File: src/rtl/core/srpmt_pkg.sv
// shared types and constants for the signed radix parser with max tracker
`default_nettype none

package srpmt_pkg;

    localparam int MAG_W   = 63;
    localparam int RADIX_W = 6;
    localparam int TOP_W   = 7;
    localparam int DIGIT_W = 6;
    localparam int PROD_W  = MAG_W + RADIX_W;
    localparam int CFG_W   = 7;

    localparam logic [MAG_W-1:0] MAG_MAX = {MAG_W{1'b1}};

    localparam logic [7:0] CHAR_ZERO  = 8'h30;
    localparam logic [7:0] CHAR_NINE  = 8'h39;
    localparam logic [7:0] CHAR_LOW_A = 8'h61;
    localparam logic [7:0] CHAR_MINUS = 8'h2d;
    localparam logic [7:0] CHAR_PLUS  = 8'h2b;
    localparam logic [7:0] DIGIT_TEN  = 8'd10;

    localparam logic [RADIX_W-1:0] RADIX_MIN   = 6'd2;
    localparam logic [RADIX_W-1:0] RADIX_MAX   = 6'd36;
    localparam logic [RADIX_W-1:0] RADIX_RESET = 6'd10;
    localparam logic [TOP_W-1:0]   TOP_RESET   = 7'd57;

    typedef enum logic {
        REG_RADIX     = 1'b0,
        REG_TOP_DIGIT = 1'b1
    } srpmt_reg_idx_t;

    typedef struct packed {
        logic [7:0] char_code;
        logic       word_last;
    } srpmt_in_t;

    typedef struct packed {
        logic             word_valid;
        logic             word_overflow;
        logic [MAG_W-1:0] word_magnitude;
        logic             word_negative;
        logic [MAG_W-1:0] best_magnitude_out;
        logic             best_negative_out;
        logic             any_valid_out;
    } srpmt_out_t;

    typedef enum logic [1:0] {
        ST_IDLE,
        ST_ACCUM,
        ST_REPORT
    } srpmt_state_t;

    typedef struct packed {
        logic load;
        logic accum;
        logic report;
    } srpmt_cmd_t;

    typedef struct packed {
        logic last;
        logic out_free;
    } srpmt_status_t;

endpackage

`default_nettype wire

File: src/rtl/core/signed_radix_parse_max_tracker_top.sv
// top level of the signed radix word parser with running maximum
`default_nettype none

// Parses words of characters (optional leading sign, leading zeros skipped,
// digits up to the configured top digit character) into a 63-bit magnitude in
// the configured base, flags overflow past 2^63-1, and reports one result per
// word together with the largest valid magnitude seen so far and its sign.
// For each character, the accept cycle registers the product of the
// accumulator and the radix, and the next cycle adds the digit and checks
// overflow. After the last character of a word, a report state updates the
// best-value tracker and loads the output register. The result waits in
// that register while the next word's characters are accepted; the report
// state holds only while an older result has not yet been taken.
// Configuration writes take effect the cycle after cfg_we and are meant for
// idle periods only.
module signed_radix_parse_max_tracker_top (
    input  wire logic                        aclk,
    input  wire logic                        aresetn,
    input  wire logic                        cfg_we,
    input  wire logic                        cfg_index,
    input  wire logic [srpmt_pkg::CFG_W-1:0] cfg_data,
    input  wire logic                        s_valid,
    output logic                             s_ready,
    input  wire srpmt_pkg::srpmt_in_t        s_data,
    output logic                             m_valid,
    input  wire logic                        m_ready,
    output srpmt_pkg::srpmt_out_t            m_data
);
    import srpmt_pkg::*;

    srpmt_cmd_t    cmd;
    srpmt_status_t status;

    srpmt_ctrl u_ctrl (
        .aclk    (aclk),
        .aresetn (aresetn),
        .s_valid (s_valid),
        .s_ready (s_ready),
        .status  (status),
        .cmd     (cmd)
    );

    srpmt_datapath u_datapath (
        .aclk      (aclk),
        .aresetn   (aresetn),
        .cfg_we    (cfg_we),
        .cfg_index (cfg_index),
        .cfg_data  (cfg_data),
        .s_data    (s_data),
        .m_valid   (m_valid),
        .m_ready   (m_ready),
        .m_data    (m_data),
        .cmd       (cmd),
        .status    (status)
    );

endmodule

`default_nettype wire

File: src/rtl/core/srpmt_ctrl.sv
// controller state machine: sequences accept, accumulate and report
`default_nettype none

module srpmt_ctrl (
    input  wire logic                   aclk,
    input  wire logic                   aresetn,
    input  wire logic                   s_valid,
    output logic                        s_ready,
    input  wire srpmt_pkg::srpmt_status_t status,
    output srpmt_pkg::srpmt_cmd_t       cmd
);
    import srpmt_pkg::*;

    srpmt_state_t state_reg;
    srpmt_state_t state_next;

    always_ff @(posedge aclk) begin
        if (!aresetn) begin
            state_reg <= ST_IDLE;
        end else begin
            state_reg <= state_next;
        end
    end

    always_comb begin
        state_next = state_reg;
        case (state_reg)
            ST_IDLE: begin
                if (s_valid) begin
                    state_next = ST_ACCUM;
                end
            end
            ST_ACCUM: begin
                state_next = status.last ? ST_REPORT : ST_IDLE;
            end
            ST_REPORT: begin
                if (status.out_free) begin
                    state_next = ST_IDLE;
                end
            end
            default: state_next = ST_IDLE;
        endcase
    end

    always_comb begin
        s_ready    = 1'b0;
        cmd.load   = 1'b0;
        cmd.accum  = 1'b0;
        cmd.report = 1'b0;
        case (state_reg)
            ST_IDLE: begin
                s_ready  = 1'b1;
                cmd.load = s_valid;
            end
            ST_ACCUM: begin
                cmd.accum = 1'b1;
            end
            ST_REPORT: begin
                cmd.report = status.out_free;
            end
            default: begin
                s_ready = 1'b0;
            end
        endcase
    end

    // an accepted item always gets its accumulate cycle next
    a_load_then_accum: assert property (@(posedge aclk) disable iff (!aresetn)
        cmd.load |=> state_reg == ST_ACCUM)
        else $error("accepted item not followed by accumulate");

    a_accum_single: assert property (@(posedge aclk) disable iff (!aresetn)
        state_reg == ST_ACCUM |=> state_reg != ST_ACCUM)
        else $error("accumulate lasted more than one cycle");

    // report only after a final character
    a_report_after_last: assert property (@(posedge aclk) disable iff (!aresetn)
        state_reg == ST_ACCUM && !status.last |=> state_reg == ST_IDLE)
        else $error("report entered without final character");

endmodule

`default_nettype wire

File: src/rtl/core/srpmt_datapath.sv
// datapath: config registers, word flags, radix multiply-accumulate, best tracker
`default_nettype none

module srpmt_datapath (
    input  wire logic                      aclk,
    input  wire logic                      aresetn,
    input  wire logic                      cfg_we,
    input  wire logic                      cfg_index,
    input  wire logic [srpmt_pkg::CFG_W-1:0] cfg_data,
    input  wire srpmt_pkg::srpmt_in_t      s_data,
    output logic                           m_valid,
    input  wire logic                      m_ready,
    output srpmt_pkg::srpmt_out_t          m_data,
    input  wire srpmt_pkg::srpmt_cmd_t     cmd,
    output srpmt_pkg::srpmt_status_t       status
);
    import srpmt_pkg::*;

    logic [RADIX_W-1:0] radix_reg;
    logic [TOP_W-1:0]   top_char_reg;

    logic [MAG_W-1:0]   acc_reg, acc_next;
    logic               at_start_reg, at_start_next;
    logic               lead_zero_reg, lead_zero_next;
    logic               saw_zero_reg, saw_zero_next;
    logic               saw_sig_reg, saw_sig_next;
    logic               word_ok_reg, word_ok_next;
    logic               minus_reg, minus_next;
    logic               ovf_reg, ovf_next;
    logic [MAG_W-1:0]   best_mag_reg, best_mag_next;
    logic               best_neg_reg, best_neg_next;
    logic               any_valid_reg, any_valid_next;
    logic [PROD_W-1:0]  prod_reg, prod_next;
    logic [DIGIT_W-1:0] digit_reg, digit_next;
    logic               take_reg, take_next;
    logic               last_reg, last_next;
    logic               m_valid_reg, m_valid_next;
    srpmt_out_t         m_data_reg, m_data_next;

    logic [RADIX_W-1:0] eff_radix;
    logic [7:0]         ch;
    logic [7:0]         top_char;
    logic [7:0]         digit_wide;
    logic               is_sign;
    logic               is_digit;
    logic [PROD_W:0]    sum;
    logic               wvalid;
    logic               wovf;
    logic               better;

    always_ff @(posedge aclk) begin
        if (!aresetn) begin
            radix_reg    <= RADIX_RESET;
            top_char_reg <= TOP_RESET;
        end else if (cfg_we) begin
            case (srpmt_reg_idx_t'(cfg_index))
                REG_RADIX:     radix_reg    <= cfg_data[RADIX_W-1:0];
                REG_TOP_DIGIT: top_char_reg <= cfg_data[TOP_W-1:0];
                default:       radix_reg    <= radix_reg;
            endcase
        end
    end

    always_comb begin
        if (radix_reg < RADIX_MIN) begin
            eff_radix = RADIX_MIN;
        end else if (radix_reg > RADIX_MAX) begin
            eff_radix = RADIX_MAX;
        end else begin
            eff_radix = radix_reg;
        end
    end

    assign ch       = s_data.char_code;
    assign top_char = {1'b0, top_char_reg};
    assign is_sign  = at_start_reg && (ch == CHAR_MINUS || ch == CHAR_PLUS);

    // small bases take the whole '0'..top range, larger ones skip the gap after '9'
    always_comb begin
        if (eff_radix <= RADIX_W'(9)) begin
            is_digit = (ch >= CHAR_ZERO) && (ch <= top_char);
        end else begin
            is_digit = ((ch >= CHAR_ZERO) && (ch <= CHAR_NINE)) ||
                       ((ch >= CHAR_LOW_A) && (ch <= top_char));
        end
        digit_wide = (ch >= CHAR_LOW_A) ? (ch - CHAR_LOW_A + DIGIT_TEN) : (ch - CHAR_ZERO);
    end

    assign sum    = {1'b0, prod_reg} + (PROD_W + 1)'(digit_reg);
    assign wvalid = word_ok_reg && (saw_sig_reg || saw_zero_reg);
    assign wovf   = wvalid && ovf_reg;
    assign better = wvalid && !ovf_reg && (acc_reg > best_mag_reg);

    always_comb begin
        acc_next       = acc_reg;
        at_start_next  = at_start_reg;
        lead_zero_next = lead_zero_reg;
        saw_zero_next  = saw_zero_reg;
        saw_sig_next   = saw_sig_reg;
        word_ok_next   = word_ok_reg;
        minus_next     = minus_reg;
        ovf_next       = ovf_reg;
        best_mag_next  = best_mag_reg;
        best_neg_next  = best_neg_reg;
        any_valid_next = any_valid_reg;
        prod_next      = prod_reg;
        digit_next     = digit_reg;
        take_next      = take_reg;
        last_next      = last_reg;
        m_data_next    = m_data_reg;
        m_valid_next   = m_valid_reg && !m_ready;

        if (cmd.load) begin
            last_next     = s_data.word_last;
            take_next     = 1'b0;
            at_start_next = 1'b0;
            prod_next     = PROD_W'(acc_reg) * PROD_W'(eff_radix);
            digit_next    = digit_wide[DIGIT_W-1:0];
            if (is_sign) begin
                minus_next = (ch == CHAR_MINUS);
            end else if (lead_zero_reg && ch == CHAR_ZERO) begin
                saw_zero_next = 1'b1;
            end else begin
                lead_zero_next = 1'b0;
                if (!is_digit) begin
                    word_ok_next = 1'b0;
                end else begin
                    saw_sig_next = 1'b1;
                    take_next    = word_ok_reg && !ovf_reg;
                end
            end
        end

        if (cmd.accum) begin
            take_next = 1'b0;
            if (take_reg) begin
                if (sum > (PROD_W + 1)'(MAG_MAX)) begin
                    ovf_next = 1'b1;
                end else begin
                    acc_next = sum[MAG_W-1:0];
                end
            end
        end

        if (cmd.report) begin
            if (wvalid) begin
                any_valid_next = 1'b1;
            end
            if (better) begin
                best_mag_next = acc_reg;
                best_neg_next = minus_reg;
            end
            m_data_next.word_valid         = wvalid;
            m_data_next.word_overflow      = wovf;
            m_data_next.word_magnitude     = (wvalid && !ovf_reg) ? acc_reg : '0;
            m_data_next.word_negative      = minus_reg;
            m_data_next.best_magnitude_out = better ? acc_reg : best_mag_reg;
            m_data_next.best_negative_out  = better ? minus_reg : best_neg_reg;
            m_data_next.any_valid_out      = any_valid_reg || wvalid;
            m_valid_next                   = 1'b1;
            // start the next word fresh
            acc_next       = '0;
            at_start_next  = 1'b1;
            lead_zero_next = 1'b1;
            saw_zero_next  = 1'b0;
            saw_sig_next   = 1'b0;
            word_ok_next   = 1'b1;
            minus_next     = 1'b0;
            ovf_next       = 1'b0;
            last_next      = 1'b0;
        end
    end

    always_ff @(posedge aclk) begin
        if (!aresetn) begin
            acc_reg       <= '0;
            at_start_reg  <= 1'b1;
            lead_zero_reg <= 1'b1;
            saw_zero_reg  <= 1'b0;
            saw_sig_reg   <= 1'b0;
            word_ok_reg   <= 1'b1;
            minus_reg     <= 1'b0;
            ovf_reg       <= 1'b0;
            best_mag_reg  <= '0;
            best_neg_reg  <= 1'b0;
            any_valid_reg <= 1'b0;
            take_reg      <= 1'b0;
            last_reg      <= 1'b0;
            m_valid_reg   <= 1'b0;
        end else begin
            acc_reg       <= acc_next;
            at_start_reg  <= at_start_next;
            lead_zero_reg <= lead_zero_next;
            saw_zero_reg  <= saw_zero_next;
            saw_sig_reg   <= saw_sig_next;
            word_ok_reg   <= word_ok_next;
            minus_reg     <= minus_next;
            ovf_reg       <= ovf_next;
            best_mag_reg  <= best_mag_next;
            best_neg_reg  <= best_neg_next;
            any_valid_reg <= any_valid_next;
            take_reg      <= take_next;
            last_reg      <= last_next;
            m_valid_reg   <= m_valid_next;
        end
    end

    always_ff @(posedge aclk) begin
        prod_reg   <= prod_next;
        digit_reg  <= digit_next;
        m_data_reg <= m_data_next;
    end

    assign m_valid         = m_valid_reg;
    assign m_data          = m_data_reg;
    assign status.last     = last_reg;
    assign status.out_free = !m_valid_reg || m_ready;

    // the running maximum never shrinks
    a_best_monotonic: assert property (@(posedge aclk) disable iff (!aresetn)
        $past(aresetn) |-> best_mag_reg >= $past(best_mag_reg))
        else $error("best magnitude decreased");

    // once a word overflowed the accumulator is frozen until the report
    a_ovf_freezes_acc: assert property (@(posedge aclk) disable iff (!aresetn)
        ovf_reg && !cmd.report |=> $stable(acc_reg))
        else $error("accumulator changed after overflow");

    a_report_no_clobber: assert property (@(posedge aclk) disable iff (!aresetn)
        cmd.report |-> !m_valid_reg || m_ready)
        else $error("report overwrote a pending result");

endmodule

`default_nettype wire
File: config.mk
export PLATFORM = sky130hd
export DESIGN_NAME = signed_radix_parse_max_tracker_top
export DESIGN_NICKNAME = d
export VERILOG_FILES = /design/src/rtl/core/srpmt_pkg.sv /design/src/rtl/core/signed_radix_parse_max_tracker_top.sv /design/src/rtl/core/srpmt_ctrl.sv /design/src/rtl/core/srpmt_datapath.sv
export SDC_FILE = /design/constraint.sdc
export NUM_CORES = 1
export LEC_CHECK = 0
export BUFFER_PORTS_ARGS = -buffer_cell sky130_fd_sc_hd__buf_2
export CAP_MARGIN = 20
export CORE_AREA = 3 3 281 283
export DETAILED_ROUTE_END_ITERATION = 7
export DIE_AREA = 0 0 284 286
export HOLD_SLACK_MARGIN = 0.08
export MAX_ROUTING_LAYER = met4
export PLACE_DENSITY = 0.53
export SLEW_MARGIN = 25
export SYNTH_ARGS = -nofsm -noshare
export SYNTH_HDL_FRONTEND = slang
export SYNTH_SLANG_ARGS = --single-unit
File: constraint.sdc
create_clock -name aclk -period 15.9 [get_ports aclk]
set_input_delay 0 -clock aclk [delete_from_list [all_inputs] [get_ports aclk]]
set_output_delay 0 -clock aclk [all_outputs]
set_load 0.01 [all_outputs]
# Word-level counts from Yosys, hierarchy flattened
# Index checks and enable logic that the tools add are counted.
# Widths: inputs -> output; s select.
# word_totals
inputBits	22
register_bits	359
elab_cells	104
output_inout_bits	133
# classes
n_mux	18
multipliers	1
addsub	4
bitwise_logic	6
eq_ne	7
n_reduce_logical	33
order_cmp	9
# op_table
operator	n
$add 69x6->70	1
$gt 70x63->1 const B	1
$mul 63x6->69	1
$gt 63x63->1	1
$mux 63	1
$eq 8x6->1 const B	3
$mux 6	3
$reduce_and 3->1	4
$sub 6x6->6 const B	2
$logic_and 1x1->1	11
$mux 1	10
$reduce_and 2->1	5
$ge 8x6->1 const B	1
$ge 8x7->1 const B	1
$le 8x6->1 const B	1
$le 8x7->1	1
$reduce_and 4->1	2
$add 6x4->6 const B	1
$gt 6x6->1 const B	1
$le 6x4->1 const B	1
$lt 6x2->1 const B	1
$mux 2	3
$not 1->1	6
$pmux 2 s3	1
8 further kinds	15

# Depth between registers and ports, before layout
# Gate-level depths: netlist of run 1.
# depth
depth_word	8
mapped_depth	22
ltp_nobuf	21

# By module
# A second synthesis of run 1 with hierarchy kept.
# unflattened
cells_unflattened	3040
area_unflattened_um2	29094.2
# modules_own_cells
mod	cells_per_inst	area_each_um2	instances	seq_area_each_um2
srpmt_datapath	3031	28994.1	1	9208.8
srpmt_ctrl	9	100.1	1	40.0

# Worst setup path after synthesis of run 1
# OpenSTA, ideal clock, no wires.
# synth_timing
kind	reg-to-reg
start	register u_datapath.radix_reg[2]
end	register u_datapath.prod_reg[68] (data pin)
n_path_buf	3
period_less_slack_ns	5.628
path_stages_with_launch	23
path_slack_ns	10.272
setup_time_ns	0.266
required_time_ns	15.634
arrival_time_ns	5.362
cell_sequence	dfxtp_1 nor3_1 mux2i_1 clkbuf_1 clkbuf_1 and3_1 fa_1 fa_1 inv_1 fa_1 inv_1 ha_1 clkbuf_1 a21o_1 a31o_2 a221oi_1 o21ai_0 a31oi_1 o21ai_1 a221oi_1 o21ai_1 a211oi_1 a211oi_1
# synth_between
elab_chain_cells	4
elab_cells_between_ends	5
classes_between	mul (1); order compare (2); mux (2)
# synth_rtl
item	line	text
start: declaration	srpmt_datapath.sv:19	logic [RADIX_W-1:0] radix_reg;
start signal: assignment	srpmt_datapath.sv:57	REG_RADIX: radix_reg <= cfg_data[RADIX_W-1:0];
start signal: assignment	srpmt_datapath.sv:59	default: radix_reg <= radix_reg;
$gt 6x6->1	srpmt_datapath.sv:67	end else if (radix_reg > RADIX_MAX) begin
$mux 6	srpmt_datapath.sv:67	
$mux 6 (*)	srpmt_datapath.sv:65	if (radix_reg < RADIX_MIN) begin
$mul 63x6->69 (*)	srpmt_datapath.sv:117	prod_next = PROD_W'(acc_reg) * PROD_W'(eff_radix);
end signal: assignment	srpmt_datapath.sv:209	prod_reg <= prod_next;
end: declaration	srpmt_datapath.sv:33	logic [PROD_W-1:0] prod_reg, prod_next;
# Every way passes the cells marked *; elsewhere a longest branch is shown, timed or not.
# A chain may end at the register's enable or synchronous reset.

# Worst setup path after layout of run 1
# layout_timing
start	register u_datapath.radix_reg[5]
end	register u_datapath.prod_reg[68] (data pin)
# Same word-level chain as after synthesis.

==> impl_metrics.ini, run 1 <==
[global_routing]
grt_pass1_wl_mm = 125
grt_pass1_vias = 22400
overflow = 0
grt_max_degree = 80
antenna_found_initial = 0
track_usage = 0.195

[layout]
fillers = 7452
area_delta_synth_final_pct = 12.7
largest_reg_flops = 131
fin_cells = 4192
nNetsFinal = 3541
layout-drive-gt1-share = 0.121
antennaDiodeCount = 0

[sta]
skew_ns = 0.0289
drv_slew = 0
final.setup.tns_ns = 0
fin_crit_sh = 0.471
max_freq_ghz = 0.134
slew-limit-headroom = 0.349
rsz0062_at_grt = false
finalWorstPathRequiredPeriod_ns = 7.49
hold_viol_final = 0
setup_viol = 0
worst_pin_slew_ns = 0.952

[logic_synthesis]
yosysTopAreaCellShare = 0.212
synth_most_common_cell = inv_1
synth.avg_cell_area_um2 = 9.72
netlist_instances = 2995
ys.flop_type = edfxtp_1
synth_nets = 3421
synth.distinct_cells = 68
syn-cell-area_um2 = 29100
yosys.area.top_type = edfxtp_1
synthTopCellsByArea = edfxtp_1 21%, fa_1 17%, dfxtp_1 11%
synth_edf_count = 206
ys_top_cells_by_count = 367 x inv_1, 365 x and2_1, 275 x nand2_1
synth_warnings = 0
yosysSeqAreaShare = 0.318
async_flop_share = 0
ys_ff_latch = 359

[setup_path]
cp_data_required_time_ns = 16.23
crit_slowest_cell = buf_4
arrival_ns = 7.82
worst-path-buf-inv = 5
worstPathMaxFanout = 68
crit_path_end_kind = flop
start_kind = flop
path_cells = buf_4 > inv_1 > maj3_2 > buf_4 > and2_1 > fa_1 > fa_1 > inv_1 > fa_1 > inv_1 > ha_1 > and4_1 > nor3b_1 > nand4_1 > o211ai_1 > a31oi_1 > o21ai_1 > a221oi_1 > o21ai_1 > a211oi_1 > a211oi_1
critical-path-top-delay-family = compound AO/OA/AOI/OAI gates
slowest_delay_ns = 0.57
criticalPathCategory = flop to flop

[routing]
num_vias = 21200
via_per_inst = 5.05
met3_length_mm = 2.47
drc = 0
finalWirelength_mm = 75.8
wl_per_cell_um = 18.1
drtIter0Drc = 965
routed.top_layer = met4
drt_pass1_iterations = 5
wl_met1_mm = 34.7
detail-route-antenna-nets = 0
dr_wl_met2_mm = 37.0

[floorplan]
start_util = 0.378
fp.dieH_um = 286
rows = 102
coreArea_um2 = 77000
pin_count = 155
dieArea_um2 = 81200
die_x_um = 284

[power]
power.leakage_nw = 14.3
pwr-share-seq = 0.457
switching_share = 0.241
p_int_mw = 1.67
power.switching_mw = 0.530
irDropWorstVdd_v = 0.0000763
p_per_area_nw_per_um2 = 66.9
p_clk_frac = 0.491
combPwrFrac = 0.052

[clocking]
cts_root_buffer = clkbuf_16
clock_path_buffers = 3
insertion_delay_ns = 0.60
clk_pin_slew_ns = 0.06
cts_tree = done
post_cts_resized = 0
htreeDepth = 2
cts.sinks = 359
numCtsBuffers = 45

[min_path]
hold_path.class = primary input to flop

[place]
place_congestion = 0.876
hpwl_mm = 55.4
dp_cells = 4065
numPortBuffers = 154

[status]
status = completed

[run]
cap_violations = 0
[layout make-up]
cell class / instances / area, µm² / share of cell area
Clock inverter: 25 / 277 / 0.00842
Sequential cell: 359 / 9250 / 0.282
Clock buffer: 59 / 1280 / 0.0390
Inverter: 367 / 1380 / 0.0421
Tap cell: 1040 / 1300 / 0.0396
Timing Repair Buffer: 218 / 1370 / 0.0416
Multi-Input combinational cell: 2124 / 18000 / 0.547
[path summary, 6_finish.rpt]
path | start | endpoint | slack (ns) | cells past startpoint
max | u_datapath.radix_reg[5] | u_datapath.prod_reg[68] | 8.41 | 21
max reg2reg | u_datapath.radix_reg[5] | u_datapath.prod_reg[68] | 8.41 | 21
min reg2reg | u_datapath.at_start_reg | u_datapath.at_start_reg | 0.46 | 1
min | cfg_data[0] | u_datapath.radix_reg[0] | 0.26 | 4
[cell families (layout without fill, tap and decap cells)]
logic type      Yosys count  count (layout)  synth area share
compound gates          390             390            0.0953
flops                   359             359             0.318
simple gates           1048            1048             0.188
xor+xnor                128             128            0.0385
fa+ha+maj               405             405             0.237
mux                     153             153            0.0554
buf+inv                 512             669            0.0679
[cell usage in the layout (no fill, tap or decap), types with 87 or more instances in the layout]
cell type	n
a21oi_1	100
and2_1	365
buf_2	153
dfxtp_1	152
edfxtp_1	206
fa_1	246
ha_1	158
inv_1	365
mux2i_1	87
nand2_1	274
nor2_1	152
[stage by stage]
stage | power [mW] | utilization | hold slack, ns | cell area (µm²) | worst slack, ns
after floorplan | 1.09 | - | 0.124 | 29100 | 10.27
after global placement | 1.13 | 0.401 | 0.245 | 30800 | 8.55
after detailed placement | 1.13 | 0.401 | 0.248 | 30800 | 8.46
after CTS | 2.23 | 0.427 | 0.229 | 32800 | 8.41
after global routing | 2.28 | 0.427 | 0.257 | 32800 | 7.94
final | 2.20 | 0.427 | 0.258 | 32800 | 8.41
[timing repair]
action,in CTS,in global routing
endpoints found under the hold margin,56,0
buffers inserted,0,0
hold buffers,43,0
[worst min-delay path, cell delays in order]
cell and delay, ns:
dlygate4sd3_1 0.52, buf_2 0.12, mux2i_1 0.07, nor2b_1 0.09
[layer usage]
layer,up-vias,track usage
li1,10200,-
met1,10600,0.252
met2,350,0.330
met3,100,0.0246
met4,0,0.0436
met5,-,-
[power groups by stage]
stage | combinational, mW | clock, mW | sequential [mW]
after global placement | 0.103 | 0 | 1.02
after CTS | 0.115 | 1.11 | 1.00
final | 0.114 | 1.08 | 1.00
after global routing | 0.126 | 1.15 | 1.01
after floorplan | 0.0660 | 0 | 1.02
after detailed placement | 0.106 | 0 | 1.02
Note: power is estimated with default switching activity, not from simulation.
==> inputs of run 2 (changes only) <==
Settings changed: PLACE_DENSITY 0.53 to 0.55.
Clock period 15.9 ns to 6.5 ns, I/O delays scaled along.
==> impl_metrics.ini, run 2 (synthesis gave the netlist of run 1 again) <==
[floorplan]
die_x_um = 284
rows = 102
fp.dieH_um = 286
pin_count = 155
coreArea_um2 = 77000
dieArea_um2 = 81200
start_util = 0.378

[layout]
layout_common_cells = 365 x inv_1, 365 x and2_1, 274 x nand2_1
antennaDiodeCount = 0
layout-drive-gt1-share = 0.131
nNetsFinal = 3571
area_delta_synth_final_pct = 13.7
fin_cells = 4221
largest_reg_flops = 131

[clocking]
cts.sinks = 359
clock_path_buffers = 3
postCtsSetupBuffers = 0
insertion_delay_ns = 0.60
cts_tree = done
cts_root_buffer = clkbuf_16
numCtsBuffers = 44
htreeDepth = 2
clk_pin_slew_ns = 0.06

[power]
switching_share = 0.242
power.leakage_nw = 14.5
pwr-share-seq = 0.460
combPwrFrac = 0.055
p_int_mw = 4.05
power.switching_mw = 1.29
p_clk_frac = 0.485
irDropWorstVdd_v = 0.000165
p_per_area_nw_per_um2 = 161

[setup_path]
r2r_slack_ns = 0.36
worstPathMaxFanout = 35
criticalPathCategory = flop to flop
start_kind = flop
rr_worst_depth = 21
cp_data_required_time_ns = 6.82
crit_path_end_kind = flop
r2r-start = u_datapath.radix_reg[3]
arrival_ns = 6.47
reg2reg_to = u_datapath.prod_reg[67]

[sta]
rsz0062_at_grt = false
finalWorstPathRequiredPeriod_ns = 6.14
slew-limit-headroom = 0.398
max_freq_ghz = 0.163
final.setup.tns_ns = 0
hold_viol_final = 0
drv_slew = 0
worst_pin_slew_ns = 0.903
skew_ns = 0.0399
fin_crit_sh = 0.945
setup_viol = 0

[global_routing]
grt_pass1_wl_mm = 128
antenna_found_initial = 2
met3_usage = 0.0203
grt_max_degree = 78
grt.met2_usage = 0.345
track_usage = 0.201
use_met1 = 0.256
overflow = 0
grt-busiest-layer = met2
grt_pass1_vias = 22700

[routing]
wl_per_cell_um = 18.5
detail-route-antenna-nets = 0
drc = 0
drtIter0Drc = 1114
num_vias = 21400
finalWirelength_mm = 78.2
drt_pass1_iterations = 5
via_per_inst = 5.06

[place]
place_congestion = 0.865
dp_cells = 4098
numPortBuffers = 154
hpwl_mm = 58.3

[min_path]
hold_end = u_ctrl.state_reg[0]
min_from = s_valid
hold_path.class = primary input to flop
min_path_cells = 3

[run]
cap_violations = 0

[status]
status = completed
run 2: layer usage:
layer  up-vias  wire (µm)
met5         -          0
met2       361      38600
met3        92       2550
met4         0       1620
li1      10200          -
met1     10700      35400
run 2: final cells by class:
cell class / instances / area, µm²
tap: 1040 / 1300
multi-input combinational: 2124 / 18000
clock buffer: 54 / 1240
inverter: 367 / 1380
sequential: 359 / 9250
fill: 7401 / 43900
clock inverter: 28 / 279
timing repair buffer: 249 / 1650
run 2: critical path, cell delays in order, from the launching register on:
cell,delay [ns]
dfxtp_1,0.35
nor3_2,0.23
buf_4,0.17
mux2i_4,0.24
buf_12,0.20
buf_4,0.30
and3_1,0.22
fa_1,0.43
fa_1,0.48
fa_1,0.49
ha_1,0.40
a21o_1,0.21
a21o_1,0.16
a21oi_1,0.29
nand2_1,0.19
a2111oi_2,0.34
buf_4,0.18
o21ai_1,0.11
o21ai_1,0.24
a21boi_1,0.13
a221oi_1,0.33
xnor2_1,0.13
run 2: how the worst max path moves through the flow:
stage	startpoint	endpoint	slack, ns	cells after the start
after floorplan	u_datapath.radix_reg[2]	u_datapath.prod_reg[68]	0.87	22
after global placement	u_datapath.radix_reg[3]	u_datapath.prod_reg[67]	0.21	19
after detailed placement	u_datapath.radix_reg[3]	u_datapath.prod_reg[67]	0.04	19
after CTS	u_datapath.radix_reg[3]	u_datapath.prod_reg[67]	0.001	19
after global routing	u_datapath.radix_reg[3]	u_datapath.prod_reg[67]	0.06	21
final	u_datapath.radix_reg[3]	u_datapath.prod_reg[67]	0.36	21
run 2: through the flow:
stage          setup WS [ns]  power, mW  area (µm²)  hold slack [ns]   util
4_1_cts              0.00104       5.44       33100            0.148  0.430
5_1_grt               0.0554       5.54       33100            0.218  0.430
6_report               0.355       5.34       33100            0.187  0.430
2_1_floorplan          0.872       2.66       29100            0.124      -
3_3_place_gp           0.213       2.77       31100            0.242  0.404
3_5_place_dp          0.0404       2.78       31100            0.252  0.405
run 2: timing repair:
item                                    4_1_cts  5_1_grt
resized for setup                             0        5
endpoints found under the setup margin        0        9
endpoints found under the hold margin        59        0
hold buffers                                 41        0
run 2: power by group through the flow:
stage / clock [mW] / sequential, mW / combinational [mW]
after floorplan: 0 / 2.50 / 0.161
after global placement: 0 / 2.50 / 0.270
after detailed placement: 0 / 2.51 / 0.276
after CTS: 2.69 / 2.46 / 0.297
after global routing: 2.75 / 2.46 / 0.323
final: 2.59 / 2.46 / 0.295
==> inputs of run 3 (changes only) <==
Settings changed: CORE_AREA 3 3 281 283 to 3 3 324 246, DIE_AREA 0 0 284 286 to 0 0 327 249.
==> impl_metrics.ini, run 3 (synthesis gave the netlist of run 1 again) <==
[status]
status = completed

[global_routing]
grt_max_degree = 75
track_usage = 0.199
grt_pass1_vias = 22100
grt_pass1_wl_mm = 126
overflow = 0
antenna_found_initial = 3

[floorplan]
pin_count = 155
die_x_um = 327
fp.dieH_um = 249
dieArea_um2 = 81400
start_util = 0.379
rows = 88
coreArea_um2 = 76700

[place]
dp_cells = 4099
numPortBuffers = 154
hpwl_mm = 57.2
pre_cts_slack_ns = -0.107
place_congestion = 0.879

[layout]
fin_cells = 4232
layout-drive-gt1-share = 0.132
multi_input_area_um2 = 18000
largest_reg_flops = 131
ff_latch_area_um2 = 9250
nNetsFinal = 3585
fin_util = 0.433
area_delta_synth_final_pct = 14.1
layout_common_cells = 365 x inv_1, 365 x and2_1, 274 x nand2_1
fillers = 7469

[setup_path]
slowest_delay_ns = 0.55
critical-path-top-delay-family = compound AO/OA/AOI/OAI gates
cp_data_required_time_ns = 6.82
startpoint = u_datapath.radix_reg[2]
r2r_slack_ns = 0.18
worstSetupPathDepth = 22
criticalPathCategory = flop to flop
rr_worst_depth = 22
crit_path_end_kind = flop
path_cells = nor3_1 > buf_4 > mux2i_4 > buf_12 > and3_1 > fa_1 > fa_1 > inv_1 > fa_1 > inv_1 > ha_1 > nand2_1 > a211oi_1 > o31a_1 > o211ai_1 > nand2_1 > a31oi_1 > buf_4 > o21ai_1 > a41o_1 > a21oi_1 > o311ai_1
crit_slowest_cell = o311ai_1
crit_top_cell = fa_1
arrival_ns = 6.63
start_kind = flop
critPathCapture = u_datapath.prod_reg[66]
r2r-start = u_datapath.radix_reg[2]
worst-path-buf-inv = 5
reg2reg_to = u_datapath.prod_reg[66]
worstPathMaxFanout = 57

[sta]
setup_slack_ns = 0.183
worst_pin_slew_ns = 1.00
drv_slew = 0
finalWorstPathRequiredPeriod_ns = 6.32
hold_viol_final = 0
fin_crit_sh = 0.972
slew-limit-headroom = 0.332
skew_ns = 0.0323
setup_viol = 0
max_freq_ghz = 0.158

[clocking]
htreeDepth = 2
cts_tree = done
cts.sinks = 359
clk_pin_slew_ns = 0.06
clock_path_buffers = 3
numCtsBuffers = 44
cts_root_buffer = clkbuf_16
insertion_delay_ns = 0.59

[min_path]
hold_path.class = primary input to flop
min_path_cells = 4

[routing]
finalWirelength_mm = 79.6
num_vias = 21600
dr_wl_met2_mm = 35.9
drtIter0Drc = 1465
wl_per_cell_um = 18.8
detail-route-antenna-nets = 0
drt_pass1_iterations = 5
met3_length_mm = 3.91
via_per_inst = 5.11
drc = 0
routed.top_layer = met4
wl_met1_mm = 38.2

[power]
p_per_area_nw_per_um2 = 159
power.leakage_nw = 14.6
irDropWorstVdd_v = 0.000166

[run]
cap_violations = 0
-- run 3: worst min-delay path by stage --
stage / slack, ns / start / to
5_1_grt: 0.29 / cfg_data[5] / u_datapath.radix_reg[5]
2_1_floorplan: 0.12 / cfg_data[0] / u_datapath.top_char_reg[0]
3_5_place_dp: 0.25 / s_valid / u_ctrl.state_reg[0]
6_report: 0.27 / cfg_data[5] / u_datapath.radix_reg[5]
4_1_cts: 0.22 / cfg_data[2] / u_datapath.radix_reg[2]
3_3_place_gp: 0.25 / s_valid / u_ctrl.state_reg[0]
-- run 3: final cells by class --
class,count,share of cell area
clock inverters,28,0.00874
inverters,367,0.0416
well taps,1035,0.0390
diodes,2,0.000151
flip-flops and latches,359,0.278
repair buffers,261,0.0543
multi-input cells,2126,0.542
clock buffers,54,0.0355
-- run 3: report_power, final --
group / total (mW) / internal [mW] / switching [mW] / leakage, nW
clock: 2.54 / 1.50 / 1.04 / 0.717
combinational: 0.304 / 0.104 / 0.200 / 10.6
sequential: 2.46 / 2.43 / 0.0316 / 3.21
-- run 3: worst min-delay path: cells and delay by family --
kind / cells / cell delay, ns
AO/OA/AOI/OAI: 1 / 0.06
buffers and inverters: 2 / 0.65
AND/OR/NAND/NOR: 1 / 0.09
-- run 3: metrics by stage --
step	setup TNS, ns	hold WS, ns	instance area (µm²)	total power, mW
3_5_place_dp	-0.107	0.246	31200	2.77
3_3_place_gp	-0.850	0.251	31200	2.77
5_1_grt	-0.0513	0.291	33200	5.50
2_1_floorplan	0	0.124	29100	2.66
6_report	0	0.270	33200	5.30
4_1_cts	0	0.225	33100	5.38
-- run 3: repair_timing --
action / in CTS / in global routing
buffers inserted: 0 / 3
setup endpoints to repair: 1 / 2
endpoints found under the hold margin: 49 / 0
hold buffers: 43 / 0
resized for setup: 1 / 9
pin swaps: 0 / 1
cloned: 0 / 2
-- run 3: per-layer routing --
| layer | track usage | vias up |
|---|---|---|
| met5 | - | - |
| met4 | 0.0480 | 0 |
| met3 | 0.0289 | 77 |
| met2 | 0.305 | 495 |
| met1 | 0.278 | 10800 |
| li1 | - | 10200 |
